<file path="config.mk">
export PLATFORM = sky130hd
export DESIGN_NAME = sabv_front
export DESIGN_NICKNAME = d
export VERILOG_FILES = /design/src/rtl/signed_angle_between_vectors_macros.svh /design/src/rtl/sabv_pkg.sv /design/src/rtl/sabv_front.sv
export SDC_FILE = /design/constraint.sdc
export NUM_CORES = 2
export LEC_CHECK = 0
export BUFFER_PORTS_ARGS = -buffer_cell sky130_fd_sc_hd__buf_2
export CORE_MARGIN = 4
export CORE_UTILIZATION = 50
export DETAILED_ROUTE_END_ITERATION = 7
export PLACE_DENSITY = 0.8
export SETUP_SLACK_MARGIN = 0.1
export SLEW_MARGIN = 10
export SYNTH_ARGS = -nofsm -noshare
export SYNTH_HDL_FRONTEND = slang
export SYNTH_SLANG_ARGS = --single-unit
export TNS_END_PERCENT = 5
</file>
<file path="constraint.sdc">
create_clock -name clock -period 9.9 [get_ports clock]
set_input_delay 1.98 -clock clock [delete_from_list [all_inputs] [get_ports clock]]
set_output_delay 1.98 -clock clock [all_outputs]
set_load 0.01 [all_outputs]
</file>
<file path="src/rtl/signed_angle_between_vectors_macros.svh">
// Assertion macros shared by the signed vector angle block.
// Included by the modules that carry concurrent checks; depends on nothing.
`ifndef SIGNED_ANGLE_BETWEEN_VECTORS_MACROS_SVH
`define SIGNED_ANGLE_BETWEEN_VECTORS_MACROS_SVH

// Same-cycle implication, disabled while reset is high.
`define SABV_ASSERT_NOW(label, clk, rst, ante, cons, msg) \
   label: assert property (@(posedge clk) disable iff (rst) (ante) |-> (cons)) \
      else $error(msg);

// Next-cycle implication, disabled while reset is high.
`define SABV_ASSERT_NEXT(label, clk, rst, ante, cons, msg) \
   label: assert property (@(posedge clk) disable iff (rst) (ante) |=> (cons)) \
      else $error(msg);

`endif

</file>
<file path="src/rtl/sabv_pkg.sv">
// Shared types, constants and the CORDIC angle table of the vector angle block.
// Used by every module of the block; depends on nothing.
`timescale 1ns / 1ps

package sabv_pkg;

   // Field widths of the streaming channels.
   localparam int FIELD_W        = 16;
   localparam int ANGLE_W        = 16;
   localparam int MAX_COORD_BITS = 32;

   // Defaults of the top-level parameters.
   localparam int COORD_BITS_DEF   = 16;
   localparam int CORDIC_STEPS_DEF = 16;

   // CORDIC datapath formats.
   localparam int ATAN_TABLE_LEN = 24;
   localparam int NORM_BITS      = 30;
   localparam int XY_W           = 34;
   localparam int Z_W            = 28;
   localparam int PHI_W          = 15;
   localparam int QUARTER_FINE   = 94371840;
   localparam int ROUND_BIAS     = 4096;
   localparam int FRAC_DROP      = 13;

   // Exact angles in 1/128 degree.
   localparam int HALF_TURN    = 23040;
   localparam int QUARTER_TURN = 11520;

   // Depth of the queue between the front and back parts.
   localparam int QUEUE_DEPTH = 4;

   // Item kinds decided by the front part.
   localparam logic KIND_FIXED  = 1'b0;
   localparam logic KIND_CORDIC = 1'b1;

   // Control word that travels with each item from front to back.
   typedef struct packed {
      logic               kind;
      logic               dneg;
      logic               cneg;
      logic               degen;
      logic [ANGLE_W-1:0] angle;
   } ctl_type;

   // atan(2^-i) in units of 2^-20 degree, rounded to nearest.
   function automatic logic signed [Z_W-1:0] atan_fine(input int idx);
      logic signed [Z_W-1:0] val;
      case (idx)
         0:       val = 28'sd47185920;
         1:       val = 28'sd27855475;
         2:       val = 28'sd14718068;
         3:       val = 28'sd7471121;
         4:       val = 28'sd3750058;
         5:       val = 28'sd1876857;
         6:       val = 28'sd938658;
         7:       val = 28'sd469357;
         8:       val = 28'sd234682;
         9:       val = 28'sd117342;
         10:      val = 28'sd58671;
         11:      val = 28'sd29335;
         12:      val = 28'sd14668;
         13:      val = 28'sd7334;
         14:      val = 28'sd3667;
         15:      val = 28'sd1833;
         16:      val = 28'sd917;
         17:      val = 28'sd458;
         18:      val = 28'sd229;
         19:      val = 28'sd115;
         20:      val = 28'sd57;
         21:      val = 28'sd29;
         22:      val = 28'sd14;
         23:      val = 28'sd7;
         default: val = '0;
      endcase
      return val;
   endfunction

endpackage

</file>
<file path="src/rtl/sabv_front.sv">
// Front part: accepts vector pairs, forms exact dot and cross products,
// and classifies each item. Depends on sabv_pkg.
`timescale 1ns / 1ps

module sabv_front
   import sabv_pkg::*;
#(
   parameter int COORD_BITS = COORD_BITS_DEF
) (
   input  logic                    clock,
   input  logic                    reset,
   input  logic                    req_tvalid,
   output logic                    req_tready,
   // first_x, first_y, second_x, second_y, 16 bits each from the lowest bit up
   input  logic [4*FIELD_W-1:0]    req_tdata,
   output logic                    push_valid,
   input  logic                    push_full,
   output ctl_type                 push_ctl,
   output logic [2*COORD_BITS-1:0] push_dmag,
   output logic [2*COORD_BITS-1:0] push_cmag
);

   localparam int CW = COORD_BITS;
   localparam int PW = 2 * CW;
   localparam int SW = PW + 1;

   logic                         fen;
   logic [MAX_COORD_BITS-1:0]    ext_ax, ext_ay, ext_bx, ext_by;
   logic signed [CW-1:0]         ax, ay, bx, by;
   logic                         v1_ff, v2_ff, v3_ff;
   logic signed [PW-1:0]         p_axbx_ff, p_ayby_ff, p_axby_ff, p_aybx_ff;
   logic signed [SW-1:0]         dot_ff, cross_ff;
   logic signed [SW-1:0]         dot_abs, cross_abs;
   logic                         dneg, cneg, dzero, czero;
   ctl_type                      ctl_in, ctl_ff;
   logic [PW-1:0]                dmag_ff, cmag_ff;

   // The whole front advances unless its last stage holds an item the queue cannot take.
   assign fen        = !v3_ff || !push_full;
   assign req_tready = fen;

   // Each coordinate is the low COORD_BITS bits of its zero-extended field.
   assign ext_ax = {{(MAX_COORD_BITS-FIELD_W){1'b0}}, req_tdata[0*FIELD_W +: FIELD_W]};
   assign ext_ay = {{(MAX_COORD_BITS-FIELD_W){1'b0}}, req_tdata[1*FIELD_W +: FIELD_W]};
   assign ext_bx = {{(MAX_COORD_BITS-FIELD_W){1'b0}}, req_tdata[2*FIELD_W +: FIELD_W]};
   assign ext_by = {{(MAX_COORD_BITS-FIELD_W){1'b0}}, req_tdata[3*FIELD_W +: FIELD_W]};
   assign ax = ext_ax[CW-1:0];
   assign ay = ext_ay[CW-1:0];
   assign bx = ext_bx[CW-1:0];
   assign by = ext_by[CW-1:0];

   // Valid bits of the three front stages.
   always_ff @(posedge clock) begin
      if (reset) begin
         v1_ff <= 1'b0;
         v2_ff <= 1'b0;
         v3_ff <= 1'b0;
      end else if (fen) begin
         v1_ff <= req_tvalid;
         v2_ff <= v1_ff;
         v3_ff <= v2_ff;
      end
   end

   // Stage one: the four exact products.
   always_ff @(posedge clock) begin
      if (fen) begin
         p_axbx_ff <= ax * bx;
         p_ayby_ff <= ay * by;
         p_axby_ff <= ax * by;
         p_aybx_ff <= ay * bx;
      end
   end

   // Stage two: dot and cross products, one bit wider than a product.
   always_ff @(posedge clock) begin
      if (fen) begin
         dot_ff   <= SW'(p_axbx_ff) + SW'(p_ayby_ff);
         cross_ff <= SW'(p_axby_ff) - SW'(p_aybx_ff);
      end
   end

   // Sign and magnitude of both products.
   assign dneg      = dot_ff[SW-1];
   assign cneg      = cross_ff[SW-1];
   assign dzero     = (dot_ff == '0);
   assign czero     = (cross_ff == '0);
   assign dot_abs   = dneg ? -dot_ff : dot_ff;
   assign cross_abs = cneg ? -cross_ff : cross_ff;

   // Axis-aligned and degenerate cases get their angle here; the rest go to CORDIC.
   always_comb begin
      ctl_in.kind  = KIND_FIXED;
      ctl_in.dneg  = dneg;
      ctl_in.cneg  = cneg;
      ctl_in.degen = 1'b0;
      ctl_in.angle = '0;
      if (czero) begin
         if (dzero) begin
            ctl_in.degen = 1'b1;
         end else if (dneg) begin
            ctl_in.angle = ANGLE_W'(HALF_TURN);
         end
      end else if (dzero) begin
         ctl_in.angle = cneg ? ANGLE_W'(-QUARTER_TURN) : ANGLE_W'(QUARTER_TURN);
      end else begin
         ctl_in.kind = KIND_CORDIC;
      end
   end

   // Stage three: classified item waiting for the queue.
   always_ff @(posedge clock) begin
      if (fen) begin
         ctl_ff  <= ctl_in;
         dmag_ff <= dot_abs[PW-1:0];
         cmag_ff <= cross_abs[PW-1:0];
      end
   end

   assign push_valid = v3_ff && !push_full;
   assign push_ctl   = ctl_ff;
   assign push_dmag  = dmag_ff;
   assign push_cmag  = cmag_ff;

endmodule

</file>
Yosys cells after proc, flatten, opt, wreduce, memory -nomap -nowiden
Cells that the tools add are included.
{"block": "word_totals", "out_inout_bits": 86, "regBits": 281}
{"block": "classes", "n_reduce_logical": 6, "mul": 4, "addsub": 4, "muxes": 9}
{"op": "$mul 16x16->32", "n": 4}
{"op": "$logic_not 33->1", "n": 2}
{"op": "$mux 32", "n": 2}
{"op": "$neg 32->32", "n": 2}
{"op": "$mux 16", "n": 3}
{"op": "$add 32x32->33", "n": 1}
{"op": "$sub 32x32->33", "n": 1}
{"op": "$mux 15", "n": 2}
{"op": "$logic_not 1->1", "n": 2}
{"op": "$mux 1", "n": 2}
{"op": "$logic_and 1x1->1", "n": 1}
{"op": "$logic_or 1x1->1", "n": 1}

Depth between registers and ports, before layout
{"block": "depth", "depth_word": 3, "depth_mapped": 24, "ltp_nobuf": 23}

Worst setup path after synthesis
OpenSTA, ideal clock, no wires.
{"block": "synth_timing", "kind": "input -> output", "start": "in push_full", "end": "out req_tready", "t_required_ps": 7920, "setup_slack_ps": 261, "n_path_buf": 0, "arrival_ps": 7659, "path_stages": 1, "path_cell_list": "nand2_1"}
{"block": "synth_between", "elab_chain_cells": 2}
{"element": "start: declaration", "line_no": "sabv_front.sv:17", "rtl": "input logic push_full,"}
{"element": "$logic_not 1->1", "line_no": "sabv_front.sv:39", "rtl": "assign fen = !v3_ff || !push_full;"}
{"element": "$logic_or 1x1->1", "line_no": "sabv_front.sv:39"}
{"element": "end: declaration", "line_no": "sabv_front.sv:13", "rtl": "output logic req_tready,"}
No other way between the ends.

Final worst setup path
{"block": "layout_timing", "start": "in req_tdata[26]", "end": "reg p_ayby_ff[31], data pin"}
{"block": "layout_between", "elab_chain_cells": 1}
{"element": "start: declaration", "line_no": "sabv_front.sv:15", "rtl": "input logic [4*FIELD_W-1:0] req_tdata,"}
{"element": "$mul 16x16->32", "line_no": "sabv_front.sv:69", "rtl": "p_ayby_ff <= ay * by;"}
{"element": "end signal: assignment", "line_no": "sabv_front.sv:69"}
{"element": "end: declaration", "line_no": "sabv_front.sv:31", "rtl": "logic signed [PW-1:0] p_axbx_ff, p_ayby_ff, p_axby_ff, p_aybx_ff;"}
No other way between the ends.
A chain may end at the register's enable or synchronous reset.

==> qor.txt <==
Status - complete, but fails checks
Failing checks - design-rule violations
Count of different cell masters after synthesis - 72
Post-synth EDFFs - 267
IO Port Bufs - 145
DRT antenna net count - 0
Largest net degree at the start of global routing - 161
Tightest Pin Transition - 1.17 ns
Layout cell share with drive strength beyond 1 - 0.0442
DR vias/cell - 5.38
Post-synthesis cell area - 51900 um2
Resize count post-CTS - 0
First drt pass iteration count - 8
Hold-fix buffers at CTS - 0
Mapped Avg Cell Area - 9.78 um2
Detailed-route wire length - 117 mm
Core area - 102000 um2
Htree depth - 1
Vias in the first global route - 38600
CTS tree - done
Async S/R FF share, synth - 0
Slew HR - 0.223
Cells after Synth - 5310
Hold Vio Cnt, Final - 0
Clock Root Buffer - clkbuf_16
Max-Cap Viols - 0
HP Class - flip-flop to flip-flop
Total track usage - 0.224
Setup TNS - 0 ns
Sequential area share after synthesis - 0.156
Yosys reg bits - 270
Clock skew - 0.0523 ns
# DRC - 1
Top_reg_cell synth - edfxtp_1
I/O pin count - 154
Required time worst endpoint - 10.23 ns
Die Ht - 330 um
CP Max Fanout - 32
Iteration-0 DRC Markers - 2691
RSZ-0062 raised after global routing - no
Fmax - 0.118 GHz
WL per Instance - 17.4 um
Tcrit/Tclk final - 0.854
Worst-path clk slew - 0.07 ns
Setup CP Type - input port to flip-flop
Die width - 330 um
Final setup violation count - 0
Worst path arrival time - 8.78 ns
Die footprint - 109000 um2
Global-route wire length before repair - 196 mm
Skew-Pair Late Insertion Delay - 0.64 ns
Rows - 117
CTS Buf Count - 30
Placer Congestion - 0.867
Crit path time final - 8.45 ns
Worst setup SP type - input port
YS warnings - 0
Layout area overhead - 5.25%
DPL Wire Length - 90.5 mm
Routed vias - 36000
CTS Buffer Depth - 3
Initial Util - 0.507
Setup bufs post-CTS - 0
Total gr overflow - 0
Clk sinks - 270
Worst setup EP type - flip-flop
Slew Viols, Final - 0
Initial antenna violation count - 14
Nets - 6804
-- placed cells by master (no fill, tap or decap), drive strengths merged, types with 37 or more instances in the layout --
cell,count
xnor2,212
and2,510
inv,1226
o21ai,99
nand2,578
nor2,134
a21oi,152
nand3,37
edfxtp,267
a21o,68
ha,394
xor2,45
buf,161
fa,1050
-- area by class of cell --
type | instances | area (um2)
fillers | 8837 | 47800
multi-input cells | 3606 | 38400
flip-flops and latches | 270 | 8080
inverters | 1223 | 4590
well taps | 1368 | 1710
repair buffers | 161 | 858
clock buffers | 32 | 758
clock inverters | 24 | 186
diodes | 8 | 20.0
-- final timing paths --
path	start	endpoint	slack [ns]	cells past startpoint
worst min-delay path	v1_ff	v2_ff	0.45	2
worst min register to register	v1_ff	v2_ff	0.45	2
worst max register to register	p_axbx_ff[0]	dot_ff[30]	5.83	12
worst max-delay path	req_tdata[26]	p_ayby_ff[31]	1.45	21
-- cells in the mapped netlist (4+ instances only) --
library cell,count,area share
or4_1,6,0.00087
xnor2_1,212,0.036
o31ai_1,25,0.0036
nand2b_1,33,0.0040
nand4_1,9,0.0011
o21bai_1,24,0.0035
a221oi_1,4,0.00067
and3_1,9,0.0011
o21ai_0,98,0.0094
o41ai_1,10,0.0017
a21o_1,67,0.0097
edfxtp_1,267,0.15
a211oi_1,17,0.0025
ha_1,394,0.095
and2_1,509,0.061
or2_2,9,0.0011
and4_1,4,0.00067
or3_1,11,0.0013
inv_1,1223,0.088
o2111ai_1,4,0.00067
a31oi_1,11,0.0013
nor2b_1,13,0.0016
buf_4,12,0.0017
a2111oi_0,6,0.0010
o211ai_1,12,0.0017
xor2_1,45,0.0076
nand3_1,36,0.0035
o21a_1,18,0.0026
nor3_1,20,0.0019
nor4_1,13,0.0016
a31o_2,5,0.00084
a21oi_1,152,0.015
a221o_1,6,0.0012
a211o_1,6,0.0010
nand2_1,578,0.042
nor2_1,134,0.0097
fa_1,1050,0.40
clkbuf_1,204,0.015
-- sequential cells by signal, indices dropped and copies added, names as in the netlist --
register	cells
v2_ff	1
p_axby_ff	32
dot_ff	33
v1_ff	1
p_axbx_ff	32
cross_ff	33
push_dmag	32
push_ctl	9
p_ayby_ff	32
push_cmag	32
v3_ff	1
p_aybx_ff	32
-- worst max-delay path, cell delays in order --
cell and delay (ns):
buf_2 0.63, nand2_1 0.19, fa_1 0.58, inv_1 0.05, fa_1 0.48, fa_1 0.59, fa_1 0.44, fa_1 0.49
inv_1 0.05, fa_1 0.47, inv_1 0.04, ha_1 0.38, nand3_1 0.17, nor4_1 0.43, nand4_1 0.27, a31o_2 0.35
o31ai_1 0.49, o221ai_1 0.27, o21bai_1 0.18, a21oi_1 0.10, xnor2_1 0.12
-- kinds of logic (layout without fill, tap and decap cells) --
logic type	after synthesis	after routing	synth area share
adders and majority gates	1444	1444	0.500
buffers and inverters	1441	1440	0.105
and+or+nand+nor	1403	1403	0.135
AOI/OAI and AO/OA	492	492	0.0607
DFF	270	270	0.156
xor gates and xnor gates	257	257	0.0434
muxes	2	2	0.000386
other	1	16	0.0000722
-- metrics by stage --
step           utilization  worst slack [ns]  hold slack [ns]  instance area, um2  instances
2_1_floorplan            -             0.261            0.424               51900       5317
3_3_place_gp         0.524              1.18            0.445               53700       6628
3_5_place_dp         0.524             0.922            0.448               53700       6628
4_1_cts              0.533              1.52            0.456               54600       6684
5_1_grt              0.533              1.05            0.482               54600       6684
6_report             0.533              1.45            0.447               54600       6692
-- layer usage --
metal  vias up  part of all wire  global-route usage
met5         -           0.00050                   0
met4        10             0.032              0.0636
li1      16100                 -                   -
met2      1364              0.48               0.372
met3       197             0.082              0.0355
met1     18400              0.41               0.307
Power is left out: the tool's default activity adds up to more than one toggle a clock period on the data nets, which glitch-free logic cannot reach.
