--- src/rtl/signed_angle_between_vectors_macros.svh ---
// Assertion macros shared by the signed vector angle block.
// Included by the modules that carry concurrent checks; depends on nothing.
`ifndef SIGNED_ANGLE_BETWEEN_VECTORS_MACROS_SVH
`define SIGNED_ANGLE_BETWEEN_VECTORS_MACROS_SVH

// Same-cycle implication, disabled while reset is high.
`define SABV_ASSERT_NOW(label, clk, rst, ante, cons, msg) \
   label: assert property (@(posedge clk) disable iff (rst) (ante) |-> (cons)) \
      else $error(msg);

// Next-cycle implication, disabled while reset is high.
`define SABV_ASSERT_NEXT(label, clk, rst, ante, cons, msg) \
   label: assert property (@(posedge clk) disable iff (rst) (ante) |=> (cons)) \
      else $error(msg);

`endif

--- src/rtl/sabv_pkg.sv ---
// Shared types, constants and the CORDIC angle table of the vector angle block.
// Used by every module of the block; depends on nothing.
`timescale 1ns / 1ps

package sabv_pkg;

   // Field widths of the streaming channels.
   localparam int FIELD_W        = 16;
   localparam int ANGLE_W        = 16;
   localparam int MAX_COORD_BITS = 32;

   // Defaults of the top-level parameters.
   localparam int COORD_BITS_DEF   = 16;
   localparam int CORDIC_STEPS_DEF = 16;

   // CORDIC datapath formats.
   localparam int ATAN_TABLE_LEN = 24;
   localparam int NORM_BITS      = 30;
   localparam int XY_W           = 34;
   localparam int Z_W            = 28;
   localparam int PHI_W          = 15;
   localparam int QUARTER_FINE   = 94371840;
   localparam int ROUND_BIAS     = 4096;
   localparam int FRAC_DROP      = 13;

   // Exact angles in 1/128 degree.
   localparam int HALF_TURN    = 23040;
   localparam int QUARTER_TURN = 11520;

   // Depth of the queue between the front and back parts.
   localparam int QUEUE_DEPTH = 4;

   // Item kinds decided by the front part.
   localparam logic KIND_FIXED  = 1'b0;
   localparam logic KIND_CORDIC = 1'b1;

   // Control word that travels with each item from front to back.
   typedef struct packed {
      logic               kind;
      logic               dneg;
      logic               cneg;
      logic               degen;
      logic [ANGLE_W-1:0] angle;
   } ctl_type;

   // atan(2^-i) in units of 2^-20 degree, rounded to nearest.
   function automatic logic signed [Z_W-1:0] atan_fine(input int idx);
      logic signed [Z_W-1:0] val;
      case (idx)
         0:       val = 28'sd47185920;
         1:       val = 28'sd27855475;
         2:       val = 28'sd14718068;
         3:       val = 28'sd7471121;
         4:       val = 28'sd3750058;
         5:       val = 28'sd1876857;
         6:       val = 28'sd938658;
         7:       val = 28'sd469357;
         8:       val = 28'sd234682;
         9:       val = 28'sd117342;
         10:      val = 28'sd58671;
         11:      val = 28'sd29335;
         12:      val = 28'sd14668;
         13:      val = 28'sd7334;
         14:      val = 28'sd3667;
         15:      val = 28'sd1833;
         16:      val = 28'sd917;
         17:      val = 28'sd458;
         18:      val = 28'sd229;
         19:      val = 28'sd115;
         20:      val = 28'sd57;
         21:      val = 28'sd29;
         22:      val = 28'sd14;
         23:      val = 28'sd7;
         default: val = '0;
      endcase
      return val;
   endfunction

endpackage

--- src/rtl/sabv_queue.sv ---
// Short first-in first-out queue that decouples the front and back parts.
// Depends on sabv_pkg for the default depth and on the macros header for its assertions.
`timescale 1ns / 1ps
`include "signed_angle_between_vectors_macros.svh"

module sabv_queue
   import sabv_pkg::*;
#(
   parameter int WIDTH = 8,
   parameter int DEPTH = QUEUE_DEPTH
) (
   input  logic             clock,
   input  logic             reset,
   input  logic             push,
   input  logic [WIDTH-1:0] push_data,
   output logic             full,
   input  logic             pop,
   output logic [WIDTH-1:0] pop_data,
   output logic             empty
);

   localparam int PTR_W = (DEPTH > 1) ? $clog2(DEPTH) : 1;
   localparam int CNT_W = $clog2(DEPTH + 1);

   logic [WIDTH-1:0] mem_ff [DEPTH];
   logic [PTR_W-1:0] wr_ptr_ff, wr_ptr_in;
   logic [PTR_W-1:0] rd_ptr_ff, rd_ptr_in;
   logic [CNT_W-1:0] count_ff, count_in;

   assign full     = (count_ff == CNT_W'(DEPTH));
   assign empty    = (count_ff == '0);
   assign pop_data = mem_ff[rd_ptr_ff];

   // Pointer and fill count update.
   always_comb begin
      wr_ptr_in = wr_ptr_ff;
      rd_ptr_in = rd_ptr_ff;
      count_in  = count_ff;
      if (push) begin
         wr_ptr_in = (wr_ptr_ff == PTR_W'(DEPTH - 1)) ? '0 : wr_ptr_ff + 1'b1;
      end
      if (pop) begin
         rd_ptr_in = (rd_ptr_ff == PTR_W'(DEPTH - 1)) ? '0 : rd_ptr_ff + 1'b1;
      end
      if (push && !pop) begin
         count_in = count_ff + 1'b1;
      end else if (pop && !push) begin
         count_in = count_ff - 1'b1;
      end
   end

   always_ff @(posedge clock) begin
      if (reset) begin
         wr_ptr_ff <= '0;
         rd_ptr_ff <= '0;
         count_ff  <= '0;
      end else begin
         wr_ptr_ff <= wr_ptr_in;
         rd_ptr_ff <= rd_ptr_in;
         count_ff  <= count_in;
      end
   end

   // Storage is written only; its contents need no reset.
   always_ff @(posedge clock) begin
      if (push) begin
         mem_ff[wr_ptr_ff] <= push_data;
      end
   end

   `SABV_ASSERT_NOW(a_count_bound, clock, reset, 1'b1, count_ff <= CNT_W'(DEPTH), "queue overfilled")
   `SABV_ASSERT_NEXT(a_count_up, clock, reset, push && !pop, count_ff == $past(count_ff) + 1'b1, "queue count missed a push")
   `SABV_ASSERT_NEXT(a_count_hold, clock, reset, push && pop, count_ff == $past(count_ff), "queue count moved on push with pop")

endmodule

--- config.mk ---
export PLATFORM = sky130hd
export DESIGN_NAME = sabv_queue
export DESIGN_NICKNAME = d
export VERILOG_FILES = /design/src/rtl/sabv_pkg.sv /design/src/rtl/sabv_queue.sv
export VERILOG_INCLUDE_DIRS = /design/src /design/src/rtl
export SDC_FILE = /design/constraint.sdc
export NUM_CORES = 1
export LEC_CHECK = 0
export BUFFER_PORTS_ARGS = -buffer_cell sky130_fd_sc_hd__buf_2
export CAP_MARGIN = 20
export CORE_MARGIN = 3
export CORE_UTILIZATION = 40
export DETAILED_ROUTE_END_ITERATION = 10
export GPL_TIMING_DRIVEN = 0
export PLACE_DENSITY = 0.65
export SYNTH_ARGS = -nofsm -noshare
export SYNTH_HDL_FRONTEND = slang
export SYNTH_SLANG_ARGS = --single-unit
export TNS_END_PERCENT = 50
--- constraint.sdc ---
create_clock -name clock -period 1.9 [get_ports clock]
set_input_delay 0.475 -clock clock [delete_from_list [all_inputs] [get_ports clock]]
set_output_delay 0.475 -clock clock [all_outputs]
set_load 0.005 [all_outputs]
# Word level (Yosys, flattened, before mapping)
# Memories as Yosys holds them, arrays and structs flattened. A register that Yosys moved wholly into a read port is not among the register bits.
# Index checks and enable logic that the tools add are counted.
# word_totals
register_bits	7
ramBits	32
inputBits	12
out_inout_bits	10
word_cells	25
mem_count	1
# mem_list
name	depth	word_bits	rd	rd_ports_with_merged_regs	write_ports	line	text
mem_ff	4	8	1	1	1	sabv_queue.sv:25	logic [WIDTH-1:0] mem_ff [DEPTH];
# classes
add_sub_neg	4
n_eq_ne	3
muxes	8
n_reduce_logical	6
# ops
cell	count
2-to-1 mux 2 bit	4
2-to-1 mux 3 bit	2
adder 2 x 1 -> 2 bit, second input constant	2
equality test 2 bit, second input constant	2
adder 3 x 1 -> 3 bit, second input constant	1
equality test 3 bit, second input constant	1
zero test 3 bit	1
subtractor 3 x 1 -> 3 bit, second input constant	1
logical AND 1 bit	2
zero test 1 bit	2
2-to-1 mux 1 bit	2
nonzero test 2 bit	1

# Logic depth before layout (Yosys ltp)
# Gate-level depths: netlist of run 1.
# depth
word_depth	4
depth_mapped	7
depth_no_buf	7

# Worst setup path after synthesis of run 1
# No wires, ideal clock.
# synth_timing
path_kind	input to register
start	input pop
end	register count_ff[2]
setup_ns	0.070
arrival_time_ns	1.667
required_ns	1.830
path_slack_ns	0.163
cell_stages	7
cell_sequence	inv_1 ha_1 inv_1 fa_1 xor2_1 or3_1 a21oi_1
# synth_via
elab_chain_cells	3
elab_cells_between_ends	5
# synth_rtl
element	line	text
from (decl)	sabv_queue.sv:17	input logic pop,
zero test 1 bit	sabv_queue.sv:45	if (push && !pop) begin
logical AND 1 bit	sabv_queue.sv:45	
2-to-1 mux 3 bit / nonzero test 2 bit (equally long branches)	--	
to (signal assigned)	sabv_queue.sv:60	count_ff <= count_in;
to (decl)	sabv_queue.sv:28	logic [CNT_W-1:0] count_ff, count_in;
# Parallel ways exist; a longest one is shown, timed or not.
# A chain may end at the register's enable or synchronous reset.

==> out/qor.csv, run 1 <==
metric;value;unit
fmax;530;MHz
drtIter0Drc;52;
ant_nets;0;
wl_met1;1020;um
cp.required;1.42;ns
syn-num-nets;105;
leakagePower;0.701;nW
critPathLaunchType;flop;
grt-ovfl-total;0;
grt_util_all_layers;11.7;%
cts_setup_buffers;0;
wire_per_inst;15.2;um
cts-htree-levels;2;
cts.path.max_buffers;2;
arrival;1.41;ns
grt_setup_unrepaired;true;
syn-cell-area;1600;sq um
grt_pass1_vias;858;
path_class;reg2out;
cts.sinks;41;
antenna_found_initial;0;
die_y;69.2;um
ys_seq_area_share;71.4;%
vdd_drop_max;537;uV
worstHoldPathType;in2reg;
diodes;0;
met2_wirelength;1300;um
syn_area_per_cell;18.6;sq um
yosysWarnings;0;
final_common_cell;edfxtp_1;
root_buffer;clkbuf_8;
finalWorstSetupSlack;0.0131;ns
place_inst;155;
nets;133;
dpl.hpwl;1750;um
cts_tree;built;
period_needed;1.89;ns
cts_made_buffers;5;
design_area;1890;sq um
avgViaCountPerCell;5.00;
routed_wl;2480;um
tightest_slew;0.449;ns
crit_family;multiplexers;
start_util;42.7;%
port_buffers;21;
slew_headroom;70.0;%
mostFrequentLayoutCells;32 x edfxtp_1, 20 x buf_2, 8 x mux4_2, 8 x dfxtp_1, 7 x nor2_1;
crit_path_cell_trace;buf_12 -> mux4_2 -> buf_6;
die_x;69.2;um
synth_cell_type_count;17;
path_clk_slew;0.07;ns
syn_inst;86;
final_cells;163;
drive_above_1_share;33.9;%
place_ws;-0.109;ns
route.vias.total;815;
crit_path_max_incr_delay;0.52;ns
place_area;1760;sq um
highest_layer;met4;
finalMaxSlewViolations;0;
min_period_over_period;99.3;%
crit_path_max_fanout;8;
core;3740;sq um
clk_latency;0.28;ns
clock_skew;0.00441;ns
row_count;22;
path_buf_inv;2;
hold_violations;0;
final-setup-viol-count;0;
drc;0;
grt_first_pass_wirelength;4150;um
finalWeightedCongestion;0.660;
pin_count;22;
postCtsHoldBufs;0;
cp-end-kind;primary output;
synth-seq-cells;41;
maxCapViolCount;0;
die-area;4790;sq um
met3_length;109;um
status;completed;
grt_max_degree;14;
area_growth;18.2;%
drt-pass1-iter-count;4;
hold_start;push_data[3];
power_density;1010;nW/um^2
reg2reg_from;count_ff[0];
cpMaxStageDelayCell;mux4_2;
flip-flops by register name, summed over array words and instances, names as in the netlist, named ones only:
signal	cells
rd_ptr_ff	2
count_ff	3
mem_ff	32
wr_ptr_ff	2
report_power, final:
group	switching (W)	leakage (nW)	internal [W]
Clock	0.000272	0.0518	0.000386
Sequential	0.0000268	0.369	0.00102
Combinational	0.0000997	0.281	0.000110
synth_stat cells:
library cell   n  share of area, %
edfxtp_1      32                60
dfxtp_1        9                11
mux4_2         8                11
nor2_1         7               1.6
ha_1           6               4.7
and2_1         4               1.6
inv_1          4              0.94
mux2i_1        4               2.5
a21oi_1        2              0.63
nor3b_1        2              0.94
xor2_1         2               1.1
buf_6          1              0.70
clkbuf_2       1              0.31
fa_1           1               1.3
nor3_1         1              0.31
o21ai_0        1              0.31
or3_1          1              0.39
path summary, 6_finish.rpt:
kind / end / slack (ns) / cells past startpoint
max: pop_data[5] / 0.01 / 3
min: mem_ff[2][3] / 0.41 / 1
max reg2reg: count_ff[2] / 0.42 / 4
min reg2reg: count_ff[2] / 0.53 / 2
repair_timing:
item | in CTS | in global routing
endpoints found under the hold margin | 0 | 0
endpoints found under the setup margin | 8 | 8
gates resized for setup | 3 | 1
worst register-to-register path, delay by kind of cell, from the launching register on:
family	cells	cell delay, ns
AO/OA/AOI/OAI	1	0.16
XOR/XNOR	1	0.16
adder cells (fa/ha/maj)	1	0.44
flip-flops	1	0.36
AND/OR/NAND/NOR	1	0.30
stage by stage:
step	power (W)	hold WS, ns	util [%]	setup TNS [ns]
after detailed placement	0.00127	0.518	47.1	-0.109
after CTS	0.00193	0.400	50.3	0
final	0.00191	0.406	50.5	0
after global routing	0.00200	0.403	50.5	-0.308
after floorplan	0.00119	0.460	-	0
after global placement	0.00126	0.476	47.1	-0.0104
cells by family (layout without fill, tap and decap cells):
logic type / Yosys count / after routing / share of synthesized area (%)
XOR/XNOR: 2 / 2 / 1.10
multiplexers: 12 / 12 / 13.8
buffers and inverters: 6 / 35 / 1.96
flip-flops: 41 / 41 / 71.4
AND/OR/NAND/NOR: 15 / 15 / 4.85
AO/OA/AOI/OAI: 3 / 3 / 0.939
adder cells (fa/ha/maj): 7 / 7 / 5.95
per-layer routing:
| metal | up-vias | global-route usage, % |
|---|---|---|
| li1 | 385 | - |
| met1 | 408 | 13.4 |
| met2 | 16 | 19.4 |
| met3 | 6 | 3.91 |
| met4 | 0 | 5.86 |
| met5 | - | 0 |
layout make-up:
type,instances,area (sq um)
fill,348,1850
timing repair buffer,21,111
inverter,4,15.0
buffer,2,25.0
multi-input combinational,39,425
clock buffer,5,68.8
clock inverter,3,41.3
tap,48,60.1
sequential,41,1140
Power figures use the tool's default switching activity.
==> inputs of run 2 (changes only) <==
--- a/config.mk
+++ b/config.mk
@@ -6,6 +6,7 @@
 export SDC_FILE = /design/constraint.sdc
 export NUM_CORES = 1
 export LEC_CHECK = 0
+export ABC_AREA = 1
 export BUFFER_PORTS_ARGS = -buffer_cell sky130_fd_sc_hd__buf_2
 export CAP_MARGIN = 20
 export CORE_MARGIN = 3
==> out/qor.csv, run 2 <==
metric;value;unit;change
r2r_cells;3;;-1
clk_latency;0.29;ns;about the same
die_x;70.3;um;+1.5%
avgViaCountPerCell;4.99;;-0.28%
largest_reg_flops;32;;unchanged
largest_registers;mem_ff: 32 flops, count_ff: 3 flops;;
root_buffer;clkbuf_8;;
diodes;0;;unchanged
cts_tree;built;;
drt-pass1-iter-count;4;;unchanged
port_buffers;21;;unchanged
grt-ovfl-total;0;;unchanged
synth_top_family_by_area;compound AO/OA/AOI/OAI gates;;
slew_headroom;75.0;%;+5.0 points
cts_made_buffers;5;;unchanged
power_density;947;nW/um^2;-6.6%
syn_area_per_cell;12.2;sq um;-34%
synth-adder-area-share;5.76;%;-0.19 points
synthArstFlopShare;0;%;unchanged
clockPowerShare;29.9;%;-4.5 points
finalWeightedCongestion;0.702;;+6.4%
path_class;reg2out;;
worstHoldPathType;in2reg;;
cp.required;1.42;ns;about the same
mostFrequentLayoutCells;32 x edfxtp_1, 22 x nor2_1, 21 x buf_2;;
synth-seq-cells;41;;unchanged
syn_inst;135;;+57%
yosys.area.top_type;edfxtp_1;;
drtIter0Drc;43;;-17%
cts.sinks;41;;unchanged
yosysWarnings;0;;unchanged
arrival;1.34;ns;-0.07 ns
area_growth;15.5;%;
maxCapViolCount;0;;unchanged
routed_wl;2990;um;+21%
fin_tns_setup;0;ns;unchanged
die-area;4940;sq um;+3.1%
synthSimpleGateAreaFrac;9.47;%;+4.6 points
crit_path_max_fanout;10;;+2
p_seq_share;58.2;%;+3.5 points
hold_path_depth;1;;unchanged
p_sw;0.000446;W;+12%
synth_edf_count;32;;unchanged
synth_cell_type_count;19;;+2
p_comb_share;11.9;%;+1.0 points
synth_flop_cell;edfxtp_1;;
fmax;552;MHz;+4.2%
num-fill-cells;342;;-1.7%
route.vias.total;1057;;+30%
cts_setup_buffers;0;;unchanged
period_needed;1.81;ns;-0.0758 ns
antenna_found_initial;0;;unchanged
clock_skew;0.00696;ns;+0.00256 ns
final_common_cell;edfxtp_1;;
grt_util_all_layers;12.9;%;+1.2 points
die_y;70.3;um;+1.5%
cts.path.max_buffers;2;;unchanged
grt_max_degree;14;;unchanged
place_ws;0.155;ns;+0.264 ns
row_count;22;;unchanged
dpl.hpwl;2080;um;+19%
nets;182;;+37%
grt_setup_unrepaired;false;;
syn-cell-area;1650;sq um;+3.4%
hold_violations;0;;unchanged
grt_pass1_vias;992;;+16%
sw_frac_of_total;24.7;%;+3.9 points
drive_above_1_share;23.2;%;-11 points
largest-register;mem_ff;;
min_period_over_period;95.3;%;-4.0 points
critPathLaunchType;flop;;
synth_top_area_share;58.2;%;-2.0 points
pin_count;22;;unchanged
tightest_slew;0.374;ns;-0.0754 ns
ys_seq_area_share;69.1;%;-2.3 points
finalWorstSetupSlack;0.0889;ns;+0.0758 ns
synth_compound_area_share;10.2;%;+9.2 points
path_clk_slew;0.08;ns;about the same
synth.area.top_cells;edfxtp_1 58%, dfxtp_1 11%, nor2_1 5.0%, ha_1 4.5%, o21ai_0 4.5%;;
final-setup-viol-count;0;;unchanged
core;3830;sq um;+2.2%
drc;0;;unchanged
cts-htree-levels;2;;unchanged
synth.most_common_cell;edfxtp_1;;
grt_first_pass_wirelength;4730;um;+14%
postCtsHoldBufs;0;;unchanged
wire_per_inst;14.1;um;-7.3%
yosys-mux-area-fraction;0;%;-14 points
synth_xor_area_share;0.530;%;-0.57 points
vdd_drop_max;327;uV;-39%
syn-num-nets;154;;+47%
internal-power;0.00136;W;-10%
finalMaxSlewViolations;0;;unchanged
leakagePower;0.769;nW;+9.7%
cp-end-kind;primary output;;
status;completed;;
netlist_top_cells_count;32 x edfxtp_1, 22 x nor2_1, 15 x inv_1, 15 x o21ai_0, 9 x dfxtp_1;;
ant_nets;0;;unchanged
start_util;43.2;%;+0.48 points
[run 2: cell types whose count changed in the layout (fill, tap and decap cells not counted), moves of 3 or more]
cell     delta
and2_1      -4
inv_1      +10
mux2i_1     -4
mux4_2      -8
nand2_1     +8
nor2_1     +15
nor3_1      +3
o21ai_0    +14
o22ai_1     +8
[run 2: final cells by class]
cell class / count / area, sq um / share of cell area (%)
Multi-Input combinational cell: 76 / 428 / 22.4
Sequential cell: 41 / 1140 / 59.9
Clock buffer: 5 / 68.8 / 3.61
Inverter: 16 / 62.6 / 3.28
Clock inverter: 3 / 17.5 / 0.918
Buffer: 2 / 22.5 / 1.18
Timing Repair Buffer: 21 / 105 / 5.51
Tap cell: 48 / 60.1 / 3.15
[run 2: per-layer routing]
metal / track usage (%) / vias to the layer above / part of all wire (%) / wire length [um]
met5: 0 / - / 0 / 0
met4: 5.53 / 0 / 1.1 / 34
met3: 5.32 / 4 / 5.4 / 163
met2: 20.6 / 22 / 50 / 1490
met1: 15.1 / 505 / 44 / 1300
li1: - / 526 / - / -
[run 2: cell families after synthesis]
group | after synthesis
buf+inv | 18
xor+xnor | 1
simple gates | 38
compound gates | 30
fa+ha+maj | 7
flops | 41
[run 2: metrics by stage]
step / std cells / power [W] / util, % / hold slack, ns / cell area, sq um
3_5_place_dp: 204 / 0.00129 / 47.5 / 0.533 / 1820
4_1_cts: 212 / 0.00182 / 49.8 / 0.389 / 1900
3_3_place_gp: 204 / 0.00127 / 47.5 / 0.504 / 1820
6_report: 212 / 0.00181 / 49.9 / 0.397 / 1910
2_1_floorplan: 135 / 0.00119 / - / 0.490 / 1650
5_1_grt: 212 / 0.00189 / 49.9 / 0.389 / 1910
[run 2: power groups by stage]
stage	Clock (W)	Combinational (W)	Sequential [W]
6_report	0.000540	0.000216	0.00105
3_3_place_gp	0	0.000207	0.00107
2_1_floorplan	0	0.000132	0.00106
4_1_cts	0.000549	0.000218	0.00105
5_1_grt	0.000588	0.000247	0.00106
3_5_place_dp	0	0.000217	0.00107
[run 2: final timing paths]
path | from | to | slack [ns]
max | flop | pop_data[7] | 0.09
min | push_data[6] | mem_ff[0][6] | 0.40
min reg2reg | wr_ptr_ff[1] | wr_ptr_ff[1] | 0.55
max reg2reg | wr_ptr_ff[0] | mem_ff[3][5] | 0.61
[run 2: worst max-delay path, stage by stage (launching register included)]
cell     delay (ns)
dfxtp_2        0.38
inv_4          0.11
buf_6          0.16
nor2_1         0.05
o22ai_1        0.19
buf_2          0.15
[run 2: repair_timing]
| item | 4_1_cts | 5_1_grt |
|---|---|---|
| endpoints found under the setup margin | 8 | 5 |
| pin swaps | 0 | 0 |
| gates resized for setup | 2 | 2 |
